$ cat src/rtl/core/u16u8_pkg.sv
// Types and constants for the UTF-16LE to UTF-8 string decoder.
// Used by every module of the block; depends on nothing.
package u16u8_pkg;

  // Entry parser phase
  typedef enum logic [1:0] {
    PH_IDLE,
    PH_HEADER,
    PH_PAYLOAD,
    PH_DROP
  } phase_t;

  // What the back end does after an optional truncation marker
  typedef enum logic [1:0] {
    ACT_NONE,
    ACT_CP,
    ACT_MARK
  } act_t;

  // Error codes carried on done markers
  localparam logic [1:0] ERR_OK    = 2'd0;
  localparam logic [1:0] ERR_EVEN  = 2'd1;
  localparam logic [1:0] ERR_SURR  = 2'd2;
  localparam logic [1:0] ERR_TRUNC = 2'd3;

  // Length prefix marks
  localparam logic [7:0] PREFIX_TWO  = 8'h80;
  localparam logic [7:0] PREFIX_FOUR = 8'hC0;

  localparam int CP_W = 21;

  // Job queue; depth must be a power of two
  localparam int QUEUE_DEPTH = 4;
  localparam int QPTR_W      = $clog2(QUEUE_DEPTH);
  localparam int QCNT_W      = $clog2(QUEUE_DEPTH + 1);

  typedef struct packed {
    logic [7:0] data_byte;
    logic       entry_start;
  } in_t;

  typedef struct packed {
    logic [7:0] utf8_byte;
    logic       byte_valid;
    logic       last_of_run;
    logic       string_done;
    logic [1:0] error_code;
  } out_t;

  // One classified input byte
  typedef struct packed {
    logic            trunc;   // close the old entry with a truncation marker first
    act_t            act;
    logic [1:0]      nlast;   // UTF-8 length of cp minus one
    logic [CP_W-1:0] cp;
    logic [1:0]      err;     // error of an ACT_MARK marker
  } job_t;

  // Queue status toward the back end
  typedef struct packed {
    logic full;
    logic valid;
  } qstat_t;

endpackage

$ cat src/rtl/core/user_string_utf16_to_utf8_core.sv
// Top level of the streaming UTF-16LE to UTF-8 string decoder.
// Depends on u16u8_pkg, u16u8_front, u16u8_fifo and u16u8_back.
//
// src carries raw heap bytes (data_byte, entry_start); dst carries results
// (utf8_byte, byte_valid, last_of_run, string_done, error_code), both with
// valid/ready. One input byte makes zero to four results; the last result of
// a byte has last_of_run set.
// Path: an accepted byte's job goes into the job queue, then into the back
// end's current-job register, then its first result into the output register.
// Throughput: the front end takes one byte per cycle while the four-entry job
// queue has room; the back end emits one result per cycle while dst is not
// stalled and the queue has work, so a byte that makes several results holds
// the back end until its last result (one byte per cycle at best).
// Reset: parser goes idle, queue and output register empty; no clearing pass.
// A stall on dst holds the output register; the back end stops, the queue
// fills, and src_ready drops once the queue is full.
module user_string_utf16_to_utf8_core #(
  parameter int LENGTH_BITS = 30
) (
  input  logic              clk,
  input  logic              rst,
  input  logic              src_valid,
  output logic              src_ready,
  input  u16u8_pkg::in_t    src_data,
  output logic              dst_valid,
  input  logic              dst_ready,
  output u16u8_pkg::out_t   dst_data
);

  logic               push;
  logic               pop;
  u16u8_pkg::job_t    push_job;
  u16u8_pkg::job_t    head;
  u16u8_pkg::qstat_t  qstat;

  // Classify input bytes
  u16u8_front #(
    .LENGTH_BITS(LENGTH_BITS)
  ) u_front (
    .clk        (clk),
    .rst        (rst),
    .src_valid  (src_valid),
    .src_ready  (src_ready),
    .src_data   (src_data),
    .queue_full (qstat.full),
    .push       (push),
    .job        (push_job)
  );

  // Decouple front and back
  u16u8_fifo u_fifo (
    .clk      (clk),
    .rst      (rst),
    .push     (push),
    .push_job (push_job),
    .pop      (pop),
    .head     (head),
    .stat     (qstat)
  );

  // Expand jobs into results
  u16u8_back u_back (
    .clk       (clk),
    .rst       (rst),
    .qstat     (qstat),
    .head      (head),
    .pop       (pop),
    .dst_valid (dst_valid),
    .dst_ready (dst_ready),
    .dst_data  (dst_data)
  );

endmodule

$ cat src/rtl/core/u16u8_fifo.sv
// Short job queue between the front and back ends of the decoder.
// Depends on u16u8_pkg.
module u16u8_fifo (
  input  logic                clk,
  input  logic                rst,
  input  logic                push,
  input  u16u8_pkg::job_t     push_job,
  input  logic                pop,
  output u16u8_pkg::job_t     head,
  output u16u8_pkg::qstat_t   stat
);

  u16u8_pkg::job_t                    slots [u16u8_pkg::QUEUE_DEPTH];
  logic [u16u8_pkg::QPTR_W-1:0]       wr_ptr;
  logic [u16u8_pkg::QPTR_W-1:0]       rd_ptr;
  logic [u16u8_pkg::QCNT_W-1:0]       count;

  // Write a slot on push
  always_ff @(posedge clk) begin
    if (push) begin
      slots[wr_ptr] <= push_job;
    end
  end

  // Advance pointers and occupancy
  always_ff @(posedge clk) begin
    if (rst) begin
      wr_ptr <= '0;
      rd_ptr <= '0;
      count  <= '0;
    end else begin
      if (push) wr_ptr <= wr_ptr + 1'b1;
      if (pop)  rd_ptr <= rd_ptr + 1'b1;
      if (push && !pop)      count <= count + 1'b1;
      else if (pop && !push) count <= count - 1'b1;
    end
  end

  assign head       = slots[rd_ptr];
  assign stat.valid = (count != '0);
  assign stat.full  = (count == u16u8_pkg::QCNT_W'(u16u8_pkg::QUEUE_DEPTH));

endmodule

$ cat src/rtl/core/u16u8_front.sv
// Front end: parses the length prefix, pairs UTF-16LE bytes and surrogates,
// and classifies each input byte into a job. Depends on u16u8_pkg.
module u16u8_front #(
  parameter int LENGTH_BITS = 30
) (
  input  logic              clk,
  input  logic              rst,
  input  logic              src_valid,
  output logic              src_ready,
  input  u16u8_pkg::in_t    src_data,
  input  logic              queue_full,
  output logic              push,
  output u16u8_pkg::job_t   job
);

  u16u8_pkg::phase_t        phase, phase_next;
  logic [1:0]               hdr_left, hdr_left_next;
  logic [LENGTH_BITS-1:0]   rem, rem_next;
  logic                     ovf, ovf_next;
  logic [7:0]               hold, hold_next;
  logic [9:0]               hsb, hsb_next;
  logic                     hp, hp_next;

  logic                     accept;
  logic [7:0]               b;
  logic [15:0]              u;
  logic                     is_hi, is_lo;
  logic [LENGTH_BITS+7:0]   hdr_wide;
  logic [LENGTH_BITS-1:0]   hd_len;
  logic                     hd_ovf;
  logic                     hd_fire;

  assign src_ready = !queue_full;
  assign accept    = src_valid && src_ready;
  assign b         = src_data.data_byte;
  assign u         = {b, hold};
  assign is_hi     = (u[15:10] == 6'b110110);
  assign is_lo     = (u[15:10] == 6'b110111);
  assign hdr_wide  = {rem, b};

  // Length as it stands once the header closes with this byte
  always_comb begin
    if (src_data.entry_start) begin
      hd_len = LENGTH_BITS'(b);
      hd_ovf = 1'b0;
    end else begin
      hd_len = hdr_wide[LENGTH_BITS-1:0];
      hd_ovf = ovf || (|hdr_wide[LENGTH_BITS+7:LENGTH_BITS]);
    end
  end

  // Parser state
  always_ff @(posedge clk) begin
    if (rst) begin
      phase    <= u16u8_pkg::PH_IDLE;
      hdr_left <= '0;
      rem      <= '0;
      ovf      <= 1'b0;
      hold     <= '0;
      hsb      <= '0;
      hp       <= 1'b0;
    end else begin
      phase    <= phase_next;
      hdr_left <= hdr_left_next;
      rem      <= rem_next;
      ovf      <= ovf_next;
      hold     <= hold_next;
      hsb      <= hsb_next;
      hp       <= hp_next;
    end
  end

  // Next state and job classification
  always_comb begin
    phase_next    = phase;
    hdr_left_next = hdr_left;
    rem_next      = rem;
    ovf_next      = ovf;
    hold_next     = hold;
    hsb_next      = hsb;
    hp_next       = hp;
    hd_fire       = 1'b0;
    job           = '0;
    job.act       = u16u8_pkg::ACT_NONE;

    if (accept) begin
      if (src_data.entry_start) begin
        job.trunc = (phase == u16u8_pkg::PH_HEADER) || (phase == u16u8_pkg::PH_PAYLOAD);
        hp_next   = 1'b0;
        hsb_next  = '0;
        hold_next = '0;
        ovf_next  = 1'b0;
        if ((b & u16u8_pkg::PREFIX_FOUR) == u16u8_pkg::PREFIX_FOUR) begin
          rem_next      = LENGTH_BITS'(b[5:0]);
          hdr_left_next = 2'd3;
          phase_next    = u16u8_pkg::PH_HEADER;
        end else if ((b & u16u8_pkg::PREFIX_TWO) != '0) begin
          rem_next      = LENGTH_BITS'(b[5:0]);
          hdr_left_next = 2'd1;
          phase_next    = u16u8_pkg::PH_HEADER;
        end else begin
          rem_next      = hd_len;
          hdr_left_next = 2'd0;
          hd_fire       = 1'b1;
        end
      end else begin
        unique case (phase)
          u16u8_pkg::PH_HEADER: begin
            rem_next      = hd_len;
            ovf_next      = hd_ovf;
            hdr_left_next = hdr_left - 2'd1;
            hd_fire       = (hdr_left == 2'd1);
          end
          u16u8_pkg::PH_PAYLOAD: begin
            if (rem <= LENGTH_BITS'(1)) begin
              // flag byte closes the entry
              rem_next = '0;
              job.act  = u16u8_pkg::ACT_MARK;
              if (hp) begin
                job.err    = u16u8_pkg::ERR_SURR;
                hp_next    = 1'b0;
                phase_next = u16u8_pkg::PH_DROP;
              end else begin
                job.err    = u16u8_pkg::ERR_OK;
                phase_next = u16u8_pkg::PH_IDLE;
              end
            end else if (rem[0]) begin
              hold_next = b;
              rem_next  = rem - LENGTH_BITS'(1);
            end else begin
              rem_next = rem - LENGTH_BITS'(1);
              if (hp) begin
                if (is_lo) begin
                  hp_next = 1'b0;
                  job.act = u16u8_pkg::ACT_CP;
                  job.cp  = 21'h10000 + {1'b0, hsb, u[9:0]};
                end else begin
                  job.act    = u16u8_pkg::ACT_MARK;
                  job.err    = u16u8_pkg::ERR_SURR;
                  hp_next    = 1'b0;
                  phase_next = u16u8_pkg::PH_DROP;
                end
              end else if (is_hi) begin
                hsb_next = u[9:0];
                hp_next  = 1'b1;
              end else if (is_lo) begin
                job.act    = u16u8_pkg::ACT_MARK;
                job.err    = u16u8_pkg::ERR_SURR;
                phase_next = u16u8_pkg::PH_DROP;
              end else begin
                job.act = u16u8_pkg::ACT_CP;
                job.cp  = u16u8_pkg::CP_W'(u);
              end
            end
          end
          default: ;
        endcase
      end

      // Header complete: check the length
      if (hd_fire) begin
        if (!hd_ovf && hd_len == '0) begin
          job.act    = u16u8_pkg::ACT_MARK;
          job.err    = u16u8_pkg::ERR_OK;
          phase_next = u16u8_pkg::PH_IDLE;
        end else if (!hd_len[0]) begin
          job.act    = u16u8_pkg::ACT_MARK;
          job.err    = u16u8_pkg::ERR_EVEN;
          hp_next    = 1'b0;
          phase_next = u16u8_pkg::PH_DROP;
        end else if (hd_ovf) begin
          job.act    = u16u8_pkg::ACT_MARK;
          job.err    = u16u8_pkg::ERR_TRUNC;
          hp_next    = 1'b0;
          phase_next = u16u8_pkg::PH_DROP;
        end else begin
          phase_next = u16u8_pkg::PH_PAYLOAD;
        end
      end
    end

    // UTF-8 length of the code point
    if (job.cp[20:16] != '0)     job.nlast = 2'd3;
    else if (job.cp[15:11] != '0) job.nlast = 2'd2;
    else if (job.cp[10:7] != '0)  job.nlast = 2'd1;
    else                          job.nlast = 2'd0;
  end

  assign push = accept && (job.trunc || job.act != u16u8_pkg::ACT_NONE);

endmodule

$ cat src/rtl/core/u16u8_back.sv
// Back end: expands queued jobs into UTF-8 bytes and done markers in
// the output register, one per cycle unless dst stalls. Depends on u16u8_pkg.
module u16u8_back (
  input  logic                clk,
  input  logic                rst,
  input  u16u8_pkg::qstat_t   qstat,
  input  u16u8_pkg::job_t     head,
  output logic                pop,
  output logic                dst_valid,
  input  logic                dst_ready,
  output u16u8_pkg::out_t     dst_data
);

  u16u8_pkg::job_t  cur, cur_next;
  logic             cur_valid, cur_valid_next;
  logic [1:0]       idx, idx_next;
  u16u8_pkg::out_t  res;
  logic             res_end;
  logic             adv;
  logic             emit;
  logic [7:0]       cp_byte;

  assign adv  = !dst_valid || dst_ready;
  assign emit = cur_valid && adv;
  assign pop  = qstat.valid && (!cur_valid || (emit && res_end));

  // Pick the UTF-8 byte at the current position
  always_comb begin
    case ({cur.nlast, idx})
      4'b0000: cp_byte = {1'b0, cur.cp[6:0]};
      4'b0100: cp_byte = {3'b110, cur.cp[10:6]};
      4'b0101: cp_byte = {2'b10, cur.cp[5:0]};
      4'b1000: cp_byte = {4'b1110, cur.cp[15:12]};
      4'b1001: cp_byte = {2'b10, cur.cp[11:6]};
      4'b1010: cp_byte = {2'b10, cur.cp[5:0]};
      4'b1100: cp_byte = {5'b11110, cur.cp[20:18]};
      4'b1101: cp_byte = {2'b10, cur.cp[17:12]};
      4'b1110: cp_byte = {2'b10, cur.cp[11:6]};
      4'b1111: cp_byte = {2'b10, cur.cp[5:0]};
      default: cp_byte = '0;
    endcase
  end

  // Build the next result and the job's remaining work
  always_comb begin
    res      = '0;
    res_end  = 1'b0;
    cur_next = cur;
    idx_next = idx;
    if (cur.trunc) begin
      res.string_done = 1'b1;
      res.error_code  = u16u8_pkg::ERR_TRUNC;
      res_end         = (cur.act == u16u8_pkg::ACT_NONE);
      res.last_of_run = res_end;
      cur_next.trunc  = 1'b0;
    end else if (cur.act == u16u8_pkg::ACT_MARK) begin
      res.string_done = 1'b1;
      res.error_code  = cur.err;
      res.last_of_run = 1'b1;
      res_end         = 1'b1;
    end else begin
      res.utf8_byte   = cp_byte;
      res.byte_valid  = 1'b1;
      res_end         = (idx == cur.nlast);
      res.last_of_run = res_end;
      idx_next        = idx + 2'd1;
    end

    cur_valid_next = cur_valid;
    if (emit && res_end) cur_valid_next = 1'b0;
    if (pop) begin
      cur_next       = head;
      idx_next       = '0;
      cur_valid_next = 1'b1;
    end else if (!emit) begin
      cur_next = cur;
      idx_next = idx;
    end
  end

  // Hold the current job
  always_ff @(posedge clk) begin
    cur <= cur_next;
    idx <= idx_next;
    if (emit) dst_data <= res;
  end

  // Control state
  always_ff @(posedge clk) begin
    if (rst) begin
      cur_valid <= 1'b0;
      dst_valid <= 1'b0;
    end else begin
      cur_valid <= cur_valid_next;
      if (adv) dst_valid <= cur_valid;
    end
  end

endmodule

$ cat config.mk
export PLATFORM = sky130hd
export DESIGN_NAME = user_string_utf16_to_utf8_core
export DESIGN_NICKNAME = d
export VERILOG_FILES = /design/src/rtl/core/u16u8_pkg.sv /design/src/rtl/core/user_string_utf16_to_utf8_core.sv /design/src/rtl/core/u16u8_fifo.sv /design/src/rtl/core/u16u8_front.sv /design/src/rtl/core/u16u8_back.sv
export SDC_FILE = /design/constraint.sdc
export NUM_CORES = 1
export LEC_CHECK = 0
export BUFFER_PORTS_ARGS = -buffer_cell sky130_fd_sc_hd__buf_2
export CAP_MARGIN = 30
export CORE_UTILIZATION = 62
export CTS_CLUSTER_SIZE = 14
export DETAILED_ROUTE_END_ITERATION = 10
export PLACE_DENSITY = 0.84
export SYNTH_ARGS = -nofsm -noshare
export SYNTH_HDL_FRONTEND = slang
export SYNTH_HIERARCHICAL = 1
export SYNTH_SLANG_ARGS = --single-unit
$ cat constraint.sdc
create_clock -name clk -period 4.4 [get_ports clk]
set_input_delay 0.22 -clock clk [delete_from_list [all_inputs] [get_ports clk]]
set_output_delay 0.22 -clock clk [all_outputs]
set_load 0.02 [all_outputs]
==> After elaboration in Yosys (flattened, before gate mapping) <==
Memory sizes are Yosys's and may differ from the RTL's. A register that Yosys moved wholly into a read port is not among the register bits.
Index checks and enable logic that the tools add are counted.
{ "classes": {"addsub": 8, "n_mul": 0, "div_mod_pow": 0, "magnitude_cmp": 1, "eq_ne": 25, "n_shift": 0, "n_mux": 103, "n_bitwise": 2, "reduce_logical": 47} }
{ "op_table": {"columns": ["operator", "count"], "rows": [
  ["30-bit two-way mux", 5],
  ["23-bit two-way mux", 6],
  ["2-bit two-way mux", 41],
  ["10-bit two-way mux", 6],
  ["30-bit case mux with 2 select lines", 1],
  ["28-bit two-way mux", 2],
  ["8-bit case mux with 7 select lines", 1],
  ["21-bit two-way mux", 2],
  ["8-bit two-way mux", 4],
  ["30-bit by 1-bit less-or-equal comparator with 1-bit output, second input constant", 1],
  ["30-bit zero test", 1],
  ["30-bit by 1-bit subtractor with 30-bit output, second input constant", 1],
  ["1-bit two-way mux", 29],
  ["4-bit equality test, second input constant", 7],
  ["17-bit by 20-bit adder with 21-bit output, first input constant", 1],
  ["16-bit two-way mux", 1],
  ["2-bit nonzero test", 8],
  ["5-bit nonzero test", 3],
  ["6-bit equality test, second input constant", 2],
  ["3-bit two-way mux", 4],
  ["3-bit nonzero test", 3],
  ["4-bit by 3-bit equality test with 1-bit output, second input constant", 2],
  ["1-bit logical AND", 8],
  ["8-bit OR reduction", 1],
  ["other kinds (27)", 46]
]} }
{ "word_totals": {"reg_bits": 106, "latchBits": 0, "mem_bits_rw": 112, "romBits": 0, "inputBits": 13, "output_inout_bits": 15, "mem_count": 1} }
{ "mem_list": {"columns": ["name", "words", "word_bits", "read_ports", "rd_ports_with_merged_regs", "wr", "line", "source"], "rows": [
  ["u_fifo.slots", 4, 28, 1, 1, 1, "u16u8_fifo.sv:13", "u16u8_pkg::job_t slots [u16u8_pkg::QUEUE_DEPTH];"]
]} }

==> Depth between registers and ports, before layout <==
{ "depth": {"ltp_word": 20, "mapped_depth": 13, "mapped_depth_nobuf": 13} }

==> Cells and area by module <==
Netlist, hierarchy kept.
{ "modules_own_cells": {"columns": ["module", "instances", "cells_each", "area_per_inst_um2"], "rows": [
  ["u16u8_fifo", 1, 190, 4520.6],
  ["u16u8_front", 1, 504, 3744.8],
  ["u16u8_back", 1, 161, 2095.8]
]} }

==> Least setup slack after synthesis <==
No wires, ideal clock.
{ "synth_path": {"path_type": "register to register", "start": "register u_front.rem[0]", "end": "register u_fifo/count[2] (netlist bit)", "setup_ns": 0.070, "t_arrival_ns": 3.445, "required_time_ns": 4.330, "slack_ns": 0.885, "stages_incl_launch_ff": 14, "cell_sequence": "dfxtp_1 > clkinv_1 > ha_1 > o21ai_0 > or4_4 > nand3_4 > nor4_2 > o41a_1 > ha_1 > inv_1 > fa_1 > xor2_1 > or3_1 > a21oi_1"} }
{ "synth_via": {"elab_chain_len": 15} }
{ "synth_rtl": {"columns": ["element", "line", "source"], "rows": [
  ["start, declared", "u16u8_front.sv:18", "logic [LENGTH_BITS-1:0] rem, rem_next;"],
  ["start signal, assigned", "u16u8_front.sv:65", "rem <= rem_next;"],
  ["30-bit by 1-bit less-or-equal comparator with 1-bit output / 2-bit two-way mux (equally long branches)", "u16u8_front.sv:115, u16u8_front.sv:127", null],
  ["2-bit two-way mux", "u16u8_front.sv:115", "if (rem <= LENGTH_BITS'(1)) begin"],
  ["2-bit two-way mux", "u16u8_front.sv:107", "unique case (phase)"],
  ["2-bit two-way mux", "u16u8_front.sv:87", "if (src_data.entry_start) begin"],
  ["2-bit two-way mux", "u16u8_front.sv:171", "end else if (hd_ovf) begin"],
  ["2-bit two-way mux", "u16u8_front.sv:166", "end else if (!hd_len[0]) begin"],
  ["2-bit two-way mux", "u16u8_front.sv:162", "if (!hd_ovf && hd_len == '0) begin"],
  ["2-bit two-way mux (*)", "u16u8_front.sv:161", "if (hd_fire) begin"],
  ["3-bit two-way mux (*)", "u16u8_front.sv:86", "if (accept) begin"],
  ["2-bit nonzero test (*)", "u16u8_front.sv:189", "assign push = accept && (job.trunc || job.act != u16u8_pkg::ACT_NONE);"],
  ["1-bit logical OR (*)", "u16u8_front.sv:189", null],
  ["1-bit logical AND (*)", "u16u8_front.sv:189", null],
  ["net push", "user_string_utf16_to_utf8_core.sv:30", "logic push;"],
  ["1-bit zero test", "u16u8_fifo.sv:35", "else if (pop && !push) count <= count - 1'b1;"],
  ["1-bit logical AND", "u16u8_fifo.sv:35", null],
  ["2-bit nonzero test (no source line)", null, null],
  ["end signal, assigned", "u16u8_fifo.sv:34", "if (push && !pop) count <= count + 1'b1;"],
  ["end signal, assigned", "u16u8_fifo.sv:35", null],
  ["end, declared", "u16u8_fifo.sv:16", "logic [u16u8_pkg::QCNT_W-1:0] count;"]
]} }
Mark *: on every way through the listed nets, which the timed path passes. The rest lies on a longest branch.
A chain may end at the register's enable or synchronous reset.

==> Final worst setup path <==
Ends and elaborated chain as after synthesis.

==> reports/results.txt <==
Largest net degree at the start of global routing: 61
DIE HEIGHT: 131.3 microns
Via count: 7187
Synth top area cells: edfxtp_1, dfxtp_1, mux4_2
H-Tree Depth: 1
Port bufs: 27
Area grow syn2layout: 9.287%
Dpl hpwl: 15190 microns
Critical Path Sink Type: register
WS Path Type: reg2reg
Most frequent cells in the layout: edfxtp_1, nor2_1, dfxtp_1
DR WL/cell: 20.85 microns
Worst Path Buf+Inv: 2
NumNets Final: 904
Post-synth EDFFs: 153
Max Slew Vio Count: 0
Most common cell after layout, fill and taps aside: edfxtp_1
First-pass GRT wire length: 36510 microns
Worst-Skew Late Latency: 0.50 ns
Share of the synthesized area in the top cell type: 0.4434
Arrival @ worst endpoint: 4.20 ns
Count of final setup violators: 0
Critical Path Max Stage Delay: 0.48 ns
Total Wirelength: 23020 microns
Initial Util: 0.6429
Worst-path fanout max: 11
CP Data Required Time: 4.82 ns
Critical path's slowest cell: dfxtp_1
Crit-path cells: clkinv_1 > ha_1 > o21ai_0 > or4_4 > nand3_4 > nor4_2 > o41a_1 > ha_1 > inv_1 > fa_1 > xor2_1 > or3_1 > a21oi_1
Gp weighted congestion: 0.9397
Synth Cell Area: 10360 sq um
F_max: 264.4 MHz
CTS resizes: 0
Hold buffer count at CTS: 0
Slew HR: 0.3525
Synthesis Warnings: 6
Filler-free cell count of the finished design: 1104
Worst hold path class: in2reg
Max_cap viols: 0
Placed Area: 10610 sq um
Critical Path Start Type: register
Setup Buffers After CTS: 0
CTS tree: done
Ant diodes: 0
Hold Violations, Final: 0
Top delay family on crit path: simple AND/OR/NAND/NOR gates
Pwr per Cell Area: 592.8 nW/um^2
Largest area contributor in the netlist: edfxtp_1
Fin crit share: 0.8597
Gr usage total: 0.2677
Placed Instances: 1066
Residual DRC: 0
Width of the die: 131.3 microns
Rows: 46
Top FF cell, synth: edfxtp_1
DRC marker count from the first detailed-route iteration: 706
Most used cell, CP: ha_1
Synth Area per Inst: 12.12 sq um
Final clock skew: 0.01063 ns
Synth cell types: 72
Synth Register Bits: 220
CTS Root Cell: clkbuf_16
Final Cell Area: 11320 sq um
Number of buffers created by CTS: 22
DRT antenna net count: 0
Layout cells sized above 1: 0.1318
Status: complete, no violations
Min Tclk post-route: 3.782 ns
Sequential cell area fraction in the yosys report: 0.5729
Vias in the first global route: 6879
Setup TNS Final: 0 ns
Leak: 0.003932 uW
Worst slew pin tran: 0.9639 ns
Core area: 16120 sq um
Peak supply drop: 0.0003054 V
Clk buf depth: 3
CTS sink cnt: 220
Synth Instances: 855
DR pass1 iterations: 5
GRT overflow: 0
Async set-or-reset flop fraction in the synthesized netlist: 0
RSZ-0062 raised after global routing: no
Number of antenna violations at the first check in global routing: 0
Die area: 17230 sq um
Drt via density: 6.510
Syn_nets: 884
Ports: 28
Clock Pin Slew Worst Setup and Hold Paths: 0.06 ns
[where the power goes]
part           internal, uW  total, uW  switching [uW]
clock                  1080       1820             741
sequential             2650       2880             231
combinational           802       2010            1210
total                  4530       6710            2180
[worst min-delay path, cell delays in order]
cell	delay, ns
buf_2	0.08
nand2b_1	0.11
a21oi_1	0.07
[cell usage after synthesis (4+ instances only)]
library cell,count
a21o_1,5
edfxtp_1,153
a32oi_1,4
a211oi_1,13
nor2_1,82
buf_6,8
ha_1,15
inv_1,28
xnor2_1,13
nand4b_1,15
and2_1,42
buf_2,9
mux2i_1,12
a21oi_1,48
clkbuf_1,29
o21ai_1,11
or3_1,4
a221oi_1,5
xor2_1,6
a22oi_1,17
o21ai_0,38
o31ai_1,8
a22o_1,12
nand2_1,45
nand4_1,4
a31oi_1,8
dfxtp_1,67
nand2b_1,5
or4_1,7
nor4_1,12
nor2b_1,6
nor3_1,19
mux4_2,21
nand3_1,19
o22ai_1,7
mux4_1,8
[flip-flops by register name, summed over array words and instances, names as in the netlist, named ones only]
| signal | cells |
|---|---|
| u_fifo/slots | 112 |
| u_front/rem | 30 |
| u_back/cur | 28 |
| u_back/dst_data | 13 |
| u_front/hsb | 10 |
| u_front/hold | 8 |
| u_fifo/count | 3 |
| u_back/idx | 2 |
| u_fifo/rd_ptr | 2 |
| u_fifo/wr_ptr | 2 |
| u_front/hdr_left | 2 |
| u_front/phase | 2 |
| u_back/cur_valid | 1 |
| u_back/dst_valid | 1 |
| u_front/hp | 1 |
| u_front/ovf | 1 |
[through the flow]
| step | setup WS, ns | hold WS (ns) | total power [uW] | util |
|---|---|---|---|---|
| after floorplan | 0.8849 | 0.2891 | 4472 | - |
| after global placement | 0.8077 | 0.4716 | 4800 | 0.6578 |
| after detailed placement | 0.6656 | 0.4768 | 4873 | 0.6582 |
| after CTS | 0.6346 | 0.01977 | 6705 | 0.7014 |
| after global routing | 0.3862 | 0.04783 | 7019 | 0.7026 |
| final | 0.6175 | 0.03119 | 6712 | 0.7026 |
[layer usage]
layer / wire length, microns / track usage / part of all wire / vias up
met3: 1689 / 0.03241 / 0.073 / 55
met5: 0 / 0 / 0 / -
met4: 595 / 0.09044 / 0.026 / 0
met1: 9278 / 0.3532 / 0.40 / 3507
li1: - / - / - / 3290
met2: 11450 / 0.4607 / 0.50 / 335
[logic make-up after synthesis]
| family | Yosys count | share of synthesized area |
|---|---|---|
| buffers and inverters | 79 | 0.03888 |
| multiplexers | 41 | 0.07753 |
| AO/OA/AOI/OAI | 201 | 0.1298 |
| AND/OR/NAND/NOR | 279 | 0.1448 |
| adder cells (fa/ha/maj) | 16 | 0.02005 |
| XOR/XNOR | 19 | 0.01606 |
| flip-flops | 220 | 0.5729 |
[final timing paths]
kind	endpoint	slack (ns)	cells after the start	start
worst min register to register	u_front/hold[6]	0.49	2	u_front/hold[6]
worst max register to register	u_fifo/count[2]	0.62	13	u_front/rem[0]
worst max-delay path	u_fifo/count[2]	0.62	13	u_front/rem[0]
worst min-delay path	u_back/dst_valid	0.03	3	dst_ready
[area by class of cell]
| type | count | area (sq um) |
|---|---|---|
| Tap cell | 216 | 270.3 |
| Multi-Input combinational cell | 556 | 4023 |
| Clock buffer | 29 | 608.1 |
| Inverter | 30 | 115.1 |
| Fill cell | 1120 | 4792 |
| Timing Repair Buffer | 45 | 282.8 |
| Sequential cell | 220 | 5937 |
| Clock inverter | 8 | 87.58 |
(Power assumes the default switching activity.)
